--- src/sv/u8sd_pkg.sv ---
// ----------------------------------------------------------------------------
// u8sd_pkg
// Shared widths, constants and types for the UTF-8 stream decoder.
// ----------------------------------------------------------------------------
`default_nettype none

package u8sd_pkg;

    localparam int BYTE_W  = 8;
    localparam int CP_W    = 21;
    localparam int PV_W    = 15;
    localparam int PEND_W  = 2;
    localparam int Q_DEPTH = 4;
    localparam int Q_AW    = $clog2(Q_DEPTH);
    localparam int Q_CW    = $clog2(Q_DEPTH + 1);

    localparam logic [CP_W-1:0] REPLACEMENT = CP_W'(24'h00FFFD);

    typedef struct packed {
        logic [CP_W-1:0] code_point;
        logic            invalid;
        logic            last;
    } t_res;

    // results handed from the decode stage to the output queue
    typedef struct packed {
        logic [1:0] n;
        t_res       res0;
        t_res       res1;
    } t_push;

    // output queue status seen by the decode stage
    typedef struct packed {
        logic [Q_CW-1:0] cnt;
        logic            room2;
    } t_q_stat;

endpackage

`default_nettype wire

--- src/sv/u8sd_if.sv ---
// ----------------------------------------------------------------------------
// u8sd_if
// Valid/ready channels for raw bytes in and decoded code points out.
// ----------------------------------------------------------------------------
`default_nettype none

interface u8sd_byte_if;
    import u8sd_pkg::*;

    logic              valid;
    logic              ready;
    logic [BYTE_W-1:0] in_byte;

    modport source (output valid, output in_byte, input ready);
    modport sink   (input valid, input in_byte, output ready);
endinterface

interface u8sd_cp_if;
    import u8sd_pkg::*;

    logic            valid;
    logic            ready;
    logic [CP_W-1:0] code_point;
    logic            invalid;
    logic            last;

    modport source (output valid, output code_point, output invalid, output last,
                    input ready);
    modport sink   (input valid, input code_point, input invalid, input last,
                    output ready);
endinterface

`default_nettype wire

--- src/sv/utf8_stream_decoder_unit.sv ---
// ----------------------------------------------------------------------------
// utf8_stream_decoder_unit
// Byte-serial UTF-8 decoder with valid/ready channels on both sides.
// ----------------------------------------------------------------------------
// Takes one byte per cycle and returns code points with an invalid flag and
// a last flag marking the final result of each byte. A byte is held in an
// input register and decoded from there into zero, one or two results,
// which go into a four-entry output queue. Sustained rate is one byte per
// cycle as long as results are taken; a byte that truncates a sequence and
// yields two results hands them out one at a time, so the output port sets
// the rate then. The decode stage fires only when the queue has room for two
// results.
`default_nettype none

module utf8_stream_decoder_unit (
    input  wire logic i_clk,
    input  wire logic i_rst_n,
    u8sd_byte_if.sink i_byte,
    u8sd_cp_if.source o_cp
);
    import u8sd_pkg::*;

    t_push   push;
    t_q_stat qstat;

    u8sd_dec u_dec (
        .i_clk   (i_clk),
        .i_rst_n (i_rst_n),
        .i_byte  (i_byte),
        .i_qstat (qstat),
        .o_push  (push)
    );

    u8sd_outq u_outq (
        .i_clk   (i_clk),
        .i_rst_n (i_rst_n),
        .i_push  (push),
        .o_qstat (qstat),
        .o_cp    (o_cp)
    );

`ifndef SYNTHESIS
    a_valid_is_last: assert property (@(posedge i_clk) disable iff (!i_rst_n)
        o_cp.valid && !o_cp.invalid |-> o_cp.last)
        else $error("good code point without last flag");

    a_q_bound: assert property (@(posedge i_clk) disable iff (!i_rst_n)
        qstat.cnt <= Q_CW'(Q_DEPTH))
        else $error("output queue overfilled");

    a_push_room: assert property (@(posedge i_clk) disable iff (!i_rst_n)
        push.n != 2'd0 |-> qstat.room2)
        else $error("push without queue room");

    a_rst_empty: assert property (@(posedge i_clk)
        $past(!i_rst_n) |-> !o_cp.valid)
        else $error("output valid right after reset");
`endif

endmodule

`default_nettype wire

--- src/sv/u8sd_dec.sv ---
// ----------------------------------------------------------------------------
// u8sd_dec
// Input byte register, sequence state and single-pass decode of one byte
// into zero, one or two results.
// ----------------------------------------------------------------------------
`default_nettype none

module u8sd_dec (
    input  wire logic          i_clk,
    input  wire logic          i_rst_n,
    u8sd_byte_if.sink          i_byte,
    input  wire u8sd_pkg::t_q_stat i_qstat,
    output u8sd_pkg::t_push    o_push
);
    import u8sd_pkg::*;

    typedef struct packed {
        logic              emit;
        t_res              res;
        logic [PEND_W-1:0] pend;
        logic [PV_W-1:0]   pv;
    } t_idle;

    function automatic t_idle idle_decode(input logic [BYTE_W-1:0] b);
        t_idle r;
        r            = '0;
        r.res.last   = 1'b1;
        case (b) inside
            8'b0???????: begin
                r.emit           = 1'b1;
                r.res.code_point = CP_W'(b);
            end
            8'b110?????: begin
                r.pend = PEND_W'(1);
                r.pv   = PV_W'(b[4:0]);
            end
            8'b1110????: begin
                r.pend = PEND_W'(2);
                r.pv   = PV_W'(b[3:0]);
            end
            8'b11110???: begin
                r.pend = PEND_W'(3);
                r.pv   = PV_W'(b[2:0]);
            end
            default: begin
                r.emit           = 1'b1;
                r.res.code_point = REPLACEMENT;
                r.res.invalid    = 1'b1;
            end
        endcase
        return r;
    endfunction

    logic              r_vld;
    logic [BYTE_W-1:0] r_byte;
    logic [PV_W-1:0]   r_pv;
    logic [PEND_W-1:0] r_pend;

    logic              n_vld;
    logic [PV_W-1:0]   n_pv;
    logic [PEND_W-1:0] n_pend;

    logic              fire;
    logic              accept;
    t_idle             idl;
    t_push             dec;
    logic [CP_W-1:0]   acc;
    logic [PEND_W-1:0] pend_dec;

    assign fire           = r_vld && i_qstat.room2;
    assign i_byte.ready   = !r_vld || fire;
    assign accept         = i_byte.valid && i_byte.ready;

    always_comb begin
        idl      = idle_decode(r_byte);
        acc      = {r_pv, r_byte[5:0]};
        pend_dec = r_pend - PEND_W'(1);
        dec      = '0;
        n_pv     = r_pv;
        n_pend   = r_pend;
        if (r_pend == '0) begin
            dec.n    = {1'b0, idl.emit};
            dec.res0 = idl.res;
            n_pend   = idl.pend;
            if (idl.pend != '0) begin
                n_pv = idl.pv;
            end
        end else if (r_byte[7:6] == 2'b10) begin
            n_pend = pend_dec;
            if (pend_dec == '0) begin
                dec.n               = 2'd1;
                dec.res0.code_point = acc;
                dec.res0.last       = 1'b1;
                n_pv                = '0;
            end else begin
                n_pv = acc[PV_W-1:0];
            end
        end else begin
            // truncated sequence, then the byte again as a fresh one
            dec.res0.code_point = REPLACEMENT;
            dec.res0.invalid    = 1'b1;
            dec.res0.last       = !idl.emit;
            dec.res1            = idl.res;
            dec.n               = idl.emit ? 2'd2 : 2'd1;
            n_pend              = idl.pend;
            n_pv                = (idl.pend != '0) ? idl.pv : '0;
        end
        o_push = dec;
        if (!fire) begin
            o_push.n = 2'd0;
        end
    end

    always_comb begin
        n_vld = r_vld;
        if (accept) begin
            n_vld = 1'b1;
        end else if (fire) begin
            n_vld = 1'b0;
        end
    end

    always_ff @(posedge i_clk) begin
        if (!i_rst_n) begin
            r_vld  <= 1'b0;
            r_pv   <= '0;
            r_pend <= '0;
        end else begin
            r_vld <= n_vld;
            if (fire) begin
                r_pv   <= n_pv;
                r_pend <= n_pend;
            end
        end
    end

    always_ff @(posedge i_clk) begin
        if (accept) begin
            r_byte <= i_byte.in_byte;
        end
    end

endmodule

`default_nettype wire

--- src/sv/u8sd_outq.sv ---
// ----------------------------------------------------------------------------
// u8sd_outq
// Small result queue that takes up to two results a cycle and hands out
// one a cycle on the output channel while the receiver is ready.
// ----------------------------------------------------------------------------
`default_nettype none

module u8sd_outq (
    input  wire logic          i_clk,
    input  wire logic          i_rst_n,
    input  wire u8sd_pkg::t_push i_push,
    output u8sd_pkg::t_q_stat  o_qstat,
    u8sd_cp_if.source          o_cp
);
    import u8sd_pkg::*;

    t_res            r_mem [Q_DEPTH];
    logic [Q_AW-1:0] r_wp;
    logic [Q_AW-1:0] r_rp;
    logic [Q_CW-1:0] r_cnt;

    logic [Q_AW-1:0] n_wp;
    logic [Q_AW-1:0] n_rp;
    logic [Q_CW-1:0] n_cnt;

    logic            pop;
    logic [Q_AW-1:0] wp1;

    assign pop           = o_cp.valid && o_cp.ready;
    assign wp1           = r_wp + Q_AW'(1);
    assign o_cp.valid    = (r_cnt != '0);
    assign o_cp.code_point = r_mem[r_rp].code_point;
    assign o_cp.invalid  = r_mem[r_rp].invalid;
    assign o_cp.last     = r_mem[r_rp].last;

    always_comb begin
        o_qstat.cnt   = r_cnt;
        o_qstat.room2 = (r_cnt <= Q_CW'(Q_DEPTH - 2))
                     || ((r_cnt == Q_CW'(Q_DEPTH - 1)) && pop);
        n_wp  = r_wp + Q_AW'(i_push.n);
        n_rp  = r_rp + Q_AW'(pop);
        n_cnt = r_cnt + Q_CW'(i_push.n) - Q_CW'(pop);
    end

    always_ff @(posedge i_clk) begin
        if (!i_rst_n) begin
            r_wp  <= '0;
            r_rp  <= '0;
            r_cnt <= '0;
        end else begin
            r_wp  <= n_wp;
            r_rp  <= n_rp;
            r_cnt <= n_cnt;
        end
    end

    always_ff @(posedge i_clk) begin
        if (i_push.n != 2'd0) begin
            r_mem[r_wp] <= i_push.res0;
        end
        if (i_push.n == 2'd2) begin
            r_mem[wp1] <= i_push.res1;
        end
    end

endmodule

`default_nettype wire
--- src/flat_wrapper.sv ---
// flat-port wrapper written by rule: the top's interface ports become plain ports
module utf8_stream_decoder_unit_flat import u8sd_pkg::*;
  (i_clk, i_rst_n, i_byte_valid, i_byte_in_byte, i_byte_ready, o_cp_valid, o_cp_code_point, o_cp_invalid, o_cp_last, o_cp_ready);
  u8sd_byte_if i_byte_i ();
  u8sd_cp_if o_cp_i ();
  input  wire logic i_clk;
  input  wire logic i_rst_n;
  input wire logic [$bits(i_byte_i.valid)-1:0] i_byte_valid;
  input wire logic [$bits(i_byte_i.in_byte)-1:0] i_byte_in_byte;
  output wire logic [$bits(i_byte_i.ready)-1:0] i_byte_ready;
  output wire logic [$bits(o_cp_i.valid)-1:0] o_cp_valid;
  output wire logic [$bits(o_cp_i.code_point)-1:0] o_cp_code_point;
  output wire logic [$bits(o_cp_i.invalid)-1:0] o_cp_invalid;
  output wire logic [$bits(o_cp_i.last)-1:0] o_cp_last;
  input wire logic [$bits(o_cp_i.ready)-1:0] o_cp_ready;
  assign i_byte_i.valid = i_byte_valid;
  assign i_byte_i.in_byte = i_byte_in_byte;
  assign i_byte_ready = i_byte_i.ready;
  assign o_cp_valid = o_cp_i.valid;
  assign o_cp_code_point = o_cp_i.code_point;
  assign o_cp_invalid = o_cp_i.invalid;
  assign o_cp_last = o_cp_i.last;
  assign o_cp_i.ready = o_cp_ready;
  utf8_stream_decoder_unit u_core (.i_clk(i_clk), .i_rst_n(i_rst_n), .i_byte(i_byte_i), .o_cp(o_cp_i));
endmodule
--- config.mk ---
export PLATFORM = sky130hd
export DESIGN_NAME = utf8_stream_decoder_unit_flat
export DESIGN_NICKNAME = d
export VERILOG_FILES = /design/src/sv/u8sd_pkg.sv /design/src/sv/u8sd_if.sv /design/src/sv/utf8_stream_decoder_unit.sv /design/src/sv/u8sd_dec.sv /design/src/sv/u8sd_outq.sv /design/src/flat_wrapper.sv
export SDC_FILE = /design/constraint.sdc
export NUM_CORES = 1
export LEC_CHECK = 0
export BUFFER_PORTS_ARGS = -buffer_cell sky130_fd_sc_hd__buf_4
export CAP_MARGIN = 10
export CORE_UTILIZATION = 54
export CTS_CLUSTER_DIAMETER = 60
export DETAILED_ROUTE_END_ITERATION = 7
export PLACE_DENSITY = 0.75
export SYNTH_ARGS = -nofsm -noshare
export SYNTH_HDL_FRONTEND = slang
export SYNTH_SLANG_ARGS = --single-unit
--- constraint.sdc ---
create_clock -name i_clk -period 2.55 [get_ports i_clk]
set_input_delay 0.1275 -clock i_clk [delete_from_list [all_inputs] [get_ports i_clk]]
set_output_delay 0.1275 -clock i_clk [all_outputs]
set_load 0.05 [all_outputs]
# ---- Yosys cells after proc, flatten, opt, wreduce, memory -nomap -nowiden
# Memory sizes are Yosys's and may differ from the RTL's. A register that Yosys moved wholly into a read port is not among the register bits.
# Index checks and enable logic that the tools add are counted.
dict set report totals {
  reg_bits 33
  ram_bits 92
  output_inout_bits 25
  n_memories 1
}
# memory depth word_bits read_ports rd_clocked_by_memory_dff write_ports line_no
set memory_table {}
lappend memory_table {u_core.u_outq.r_mem 4 23 1 1 2 u8sd_outq.sv:17} ;# t_res r_mem [Q_DEPTH];
dict set report classes {
  addsub 6
  n_lt_le_gt_ge 1
  n_eq_ne 7
  mux 36
  n_reduce_logical 15
}
# operator n
set op_table {}
lappend op_table {{$mux 22} 5}
lappend op_table {{$mux 15} 5}
lappend op_table {{$mux 23} 3}
lappend op_table {{$mux 17} 4}
lappend op_table {{$mux 25} 1}
lappend op_table {{$mux 1} 13}
lappend op_table {{$mux 2} 5}
lappend op_table {{$reduce_bool 2->1} 3}
lappend op_table {{$eq 5x5->1 const B} 1}
lappend op_table {{$eq 2x2->1 const B} 2}
lappend op_table {{$eq 4x4->1 const B} 1}
lappend op_table {{$logic_and 1x1->1} 4}
lappend op_table {{$logic_not 2->1} 2}
lappend op_table {{$add 3x2->3} 1}
lappend op_table {{$eq 3x2->1 const B} 1}
lappend op_table {{$eq 3x3->1 const B} 1}
lappend op_table {{$le 3x2->1 const B} 1}
lappend op_table {{$reduce_bool 3->1} 1}
lappend op_table {{$sub 3x1->3} 1}
lappend op_table {{$add 2x1->2} 1}
lappend op_table {{$add 2x1->2 const B} 1}
lappend op_table {{$add 2x2->2} 1}
lappend op_table {{$logic_not 1->1} 2}
lappend op_table {{$logic_or 1x1->1} 2}
lappend op_table {{other kinds (3)} 3}

# ---- Longest topological paths before layout
dict set report depth {
  word_depth 12
  depth_mapped 13
  ltp_nobuf 13
}

# ---- Hierarchy
# A second synthesis with hierarchy kept.
dict set report hier_totals {
  cells_unflattened 471
  area_unflattened_um2 6548.8
}
# module instances cells_each area_per_inst_um2
set by_module_without_submodules {}
lappend by_module_without_submodules {u8sd_outq 1 268 4911.0}
lappend by_module_without_submodules {u8sd_dec 1 203 1637.8}

# ---- Worst setup path after synthesis
# No wires, ideal clock.
dict set report synth_timing {
  path_type {reg-to-reg}
  start {register u_core.u_dec.r_pend[0]}
  end {register u_core.u_outq.r_cnt[2]}
  setup_ns 0.115
  t_arrival_ns 2.476
  t_required_ns 2.435
  slack_ns -0.040
  path_stages_with_launch 14
  path_buffers 0
  cell_sequence {dfxtp_1 inv_1 ha_1 nor4b_4 a41oi_2 nand3_1 ha_1 inv_1 ha_1 inv_1 fa_1 xor2_1 xnor2_1 and2_1}
}
dict set report synth_between {
  elab_chain_cells 8
  word_cells_on_any_way 9
  cone_classes {add/sub (3); mux (4); reduce/logical (2)}
}
# element line_no
set synth_rtl {}
lappend synth_rtl {{from (decl)} u8sd_dec.sv:57} ;# logic [PEND_W-1:0] r_pend;
lappend synth_rtl {{from (signal assigned)} u8sd_dec.sv:132} ;# r_pend <= n_pend;
lappend synth_rtl {{$sub 2x1->2} u8sd_dec.sv:77} ;# pend_dec = r_pend - PEND_W'(1);
lappend synth_rtl {{$logic_not 2->1} u8sd_dec.sv:90} ;# if (pend_dec == '0) begin
lappend synth_rtl {{$mux 22} u8sd_dec.sv:90}
lappend synth_rtl {{$mux 23} u8sd_dec.sv:88} ;# end else if (r_byte[7:6] == 2'b10) begin
lappend synth_rtl {{$mux 25 *} u8sd_dec.sv:81} ;# if (r_pend == '0) begin
lappend synth_rtl {{$mux 2 *} u8sd_dec.sv:109} ;# if (!fire) begin
lappend synth_rtl {{$add 3x2->3 *} u8sd_outq.sv:42} ;# n_cnt = r_cnt + Q_CW'(i_push.n) - Q_CW'(pop);
lappend synth_rtl {{$sub 3x1->3 *} u8sd_outq.sv:42}
lappend synth_rtl {{to (signal assigned)} u8sd_outq.sv:53} ;# r_cnt <= n_cnt;
lappend synth_rtl {{to (decl)} u8sd_outq.sv:20} ;# logic [Q_CW-1:0] r_cnt;
# Mark *: on every way between the ends. The rest lies on a longest branch, timed or not.
# A chain may end at the register's enable or synchronous reset.

# ---- Worst setup path after layout
# Ends and elaborated chain as after synthesis.

==> results.py <==
metrics = {
    "outcome": {
        "status": "finished clean",
    },
    "job": {
        "drv_cap": 0,
    },
    "final_layout": {
        "fillers": 715,
        "multi_input_area_um2": 2270,
        "final_area_um2": 7120,
        "final_core_util": 0.690,
        "antenna_cells": 0,
        "drive_gt1_frac": 0.278,
        "area_growth_pct": 24.4,
        "seqCellArea_um2": 3310,
        "nets": 553,
    },
    "route": {
        "ant_nets": 0,
        "route.detailed.drc": 0,
        "drt-total-wl_um": 13700,
        "first_iter_violations": 458,
        "first_pass_iters": 5,
        "post_drt_wl_per_cell_um": 20.0,
        "vias": 4239,
        "via_per_inst": 6.22,
    },
    "floorplanning": {
        "initial_core_util": 0.555,
        "design.core.area_um2": 10300,
        "die_h_um": 105,
        "ioPinCount": 37,
        "rows": 37,
        "dieArea_um2": 11000,
        "die_w_um": 105,
    },
    "clocking": {
        "cts_buffers": 17,
        "clock_latency_ps": 530,
        "htree_levels": 4,
        "cts_tree": "built",
        "root_buffer": "clkbuf_8",
        "cts.sinks": 125,
        "clockBufferDepth": 2,
        "clk_pin_slew_worst_paths_ps": 60,
    },
    "sta": {
        "tightest_slew_ps": 775,
        "fin_skew_ps": 10.2,
        "final_hold_viol_count": 0,
        "max-slew-margin-rel": 0.483,
        "fmaxAchievable_ghz": 0.406,
        "finalMaxSlewViolations": 0,
        "fin_crit_sh": 0.966,
        "setup_viol": 0,
        "holdWs_ps": 143,
        "layout_setup_ws_ps": 86.0,
        "period_needed_ps": 2460,
    },
    "critical_path": {
        "worstReg2RegEnd": "u_core.u_outq.r_cnt[2]",
        "reg2reg_slack_ps": 90,
        "endpoint_kind": "flip-flop",
        "worst_r2r_path_depth": 13,
        "crit_type": "flip-flop to flip-flop",
        "worstPathMaxFanout": 4,
        "required_ps": 2970,
        "critical_path.startpoint_type": "flip-flop",
        "cp.arrival_ps": 2890,
        "reg2reg_from": "u_core.u_dec.r_pend[0]",
    },
    "global_routing": {
        "met1_usage": 0.340,
        "antenna_found_initial": 0,
        "gr-usage-all-layers": 0.266,
        "grt_pass1_wl_um": 21800,
        "grt_overflow": 0,
        "grt_util_met2": 0.425,
        "grt_pass1_vias": 4247,
        "busiest_layer": "met2",
        "grt_use_met3": 0.0593,
        "grt_max_degree": 26,
    },
    "hold_path": {
        "whs_endpoint": "u_core.u_outq.r_rp[0]",
        "worstHoldPathType": "primary input to flip-flop",
        "min_from": "o_cp_ready",
        "hold_path_depth": 4,
    },
    "synth": {
        "synth_nets": 481,
        "synthFlopType": "edfxtp_1",
        "syn_area_um2": 5730,
        "yosysUniqueCellTypes": 46,
        "synth_edf_count": 80,
        "ys_seq_area_frac": 0.577,
        "ys_ff_latch": 125,
        "synthArstFlopShare": 0,
        "syn_area_per_cell_um2": 12.4,
        "netlist_instances": 461,
        "ys_warn_count": 0,
    },
    "placed_design": {
        "place_ws_ps": -2.84,
        "dp_hpwl_um": 9260,
        "postPlaceCellArea_um2": 6360,
        "portBuffers": 36,
        "routabilityCongestion": 0.912,
    },
    "power": {
        "netSwitchingFraction": 0.314,
        "p_int_mw": 4.42,
        "power.density_nw_per_um2": 903,
        "p_comb_frac": 0.252,
        "p_leak_nw": 2.63,
        "total_power_mw": 6.43,
        "power.clock.fraction": 0.383,
        "power_frac_seq": 0.365,
        "power_switching_mw": 2.02,
        "vdd_drop_max_uv": 704,
    },
}
[worst max-delay path, stage by stage, from the launching register on]
cell and delay, ps:
dfxtp_2 350, inv_2 50, ha_4 180, nor4b_4 340, a41oi_4 70, nand3_2 120, ha_4 210, inv_1 60
ha_2 170, inv_1 50, fa_2 330, xor2_1 160, xnor2_1 130, and2_1 150
[repair_timing]
item,4_1_cts,5_1_grt
hold endpoints to repair,32,0
cloned,0,0
hold buffers,11,0
pin swaps,1,3
endpoints found under the setup margin,1,1
buffers inserted,1,1
gates resized for setup,1,5
[power groups by stage]
stage	clock network, mW	logic [mW]	registers (mW)
2_1_floorplan	0	1.17	2.34
3_3_place_gp	0	1.55	2.39
3_5_place_dp	0	1.59	2.39
4_1_cts	2.47	1.61	2.35
5_1_grt	2.57	1.73	2.36
6_report	2.46	1.62	2.35
[sequential cells by signal, indices dropped and copies added, names as in the netlist]
| register | count |
|---|---|
| u_core.u_dec.r_pv | 15 |
| u_core.u_outq.r_rp | 2 |
| u_core.u_dec.r_byte | 8 |
| u_core.u_outq.r_cnt | 3 |
| u_core.u_dec.r_vld | 1 |
| u_core.u_outq.r_mem | 92 |
| u_core.u_dec.r_pend | 2 |
| u_core.u_outq.r_wp | 2 |
[metal layers]
metal / vias to the layer above / wire [um] / part of all wire
met5: - / 0 / 0
met4: 0 / 403 / 0.029
met3: 36 / 1060 / 0.078
met2: 244 / 6600 / 0.48
met1: 2051 / 5600 / 0.41
li1: 1908 / - / -
[layout by cell type (no fill, tap or decap), types with 4 or more instances in the layout]
cell type	netlist	routed
a21boi_0	15	15
a21o_1	7	7
a21oi_1	16	16
a22o_1	8	8
and2_1	16	16
buf_12	0	4
buf_4	0	71
clkbuf_16	0	16
dfxtp_1	45	42
dlygate4sd3_1	0	11
edfxtp_1	80	80
inv_1	9	7
inv_2	4	6
inv_6	0	4
mux4_2	23	23
nand2_1	33	33
nand2b_1	5	5
nand3_1	18	17
nor2_1	12	12
nor2b_1	7	7
nor3_1	6	6
o21a_1	5	5
o21ai_0	38	38
o21ai_1	5	5
o22ai_1	17	17
o2bb2ai_1	21	21
[how the worst max path moves through the flow]
stage	from	to	cells after the start
2_1_floorplan	u_core.u_outq.r_cnt[2]	u_core.u_outq.r_cnt[2]	10
3_3_place_gp	u_core.u_dec.r_pend[1]	u_core.u_outq.r_cnt[2]	13
3_5_place_dp	u_core.u_dec.r_pend[1]	u_core.u_outq.r_cnt[2]	13
4_1_cts	u_core.u_dec.r_pend[1]	u_core.u_outq.r_cnt[2]	13
5_1_grt	u_core.u_dec.r_pend[0]	u_core.u_outq.r_cnt[2]	13
6_report	u_core.u_dec.r_pend[0]	u_core.u_outq.r_cnt[2]	13
[kinds of logic (layout without fill, tap and decap cells)]
| family | after synthesis | after routing | share of synthesized area |
|---|---|---|---|
| AOI/OAI and AO/OA | 141 | 141 | 0.168 |
| xor gates and xnor gates | 5 | 5 | 0.00764 |
| adders and majority gates | 8 | 8 | 0.0188 |
| buffers and inverters | 46 | 131 | 0.0349 |
| DFF | 125 | 125 | 0.577 |
| muxes | 23 | 23 | 0.0904 |
| and+or+nand+nor | 113 | 113 | 0.104 |
[stage by stage]
| step | cells | TNS, ps |
|---|---|---|
| global placement | 637 | 0 |
| detailed placement | 637 | -2.84 |
| finish | 682 | 0 |
| floorplan | 461 | 0 |
| CTS | 681 | 0 |
| global route | 682 | -21.8 |
[cells in the mapped netlist (15+ instances only)]
cell type,count,share of area
edfxtp_1,80,0.42
dfxtp_1,45,0.16
o21ai_0,38,0.033
nand2_1,33,0.022
mux4_2,23,0.090
o2bb2ai_1,21,0.032
nand3_1,18,0.016
o22ai_1,17,0.019
a21oi_1,16,0.014
and2_1,16,0.017
buf_2,16,0.014
a21boi_0,15,0.020
clkbuf_1,15,0.0098
[area by class of cell]
| class | instances | share of cell area |
|---|---|---|
| clock buffer | 18 | 0.0587 |
| clock inverter | 14 | 0.0256 |
| inverter | 13 | 0.00685 |
| multi-input combinational | 290 | 0.319 |
| sequential | 125 | 0.464 |
| tap | 136 | 0.0239 |
| timing repair buffer | 86 | 0.102 |
Power figures use the tool's default switching activity.
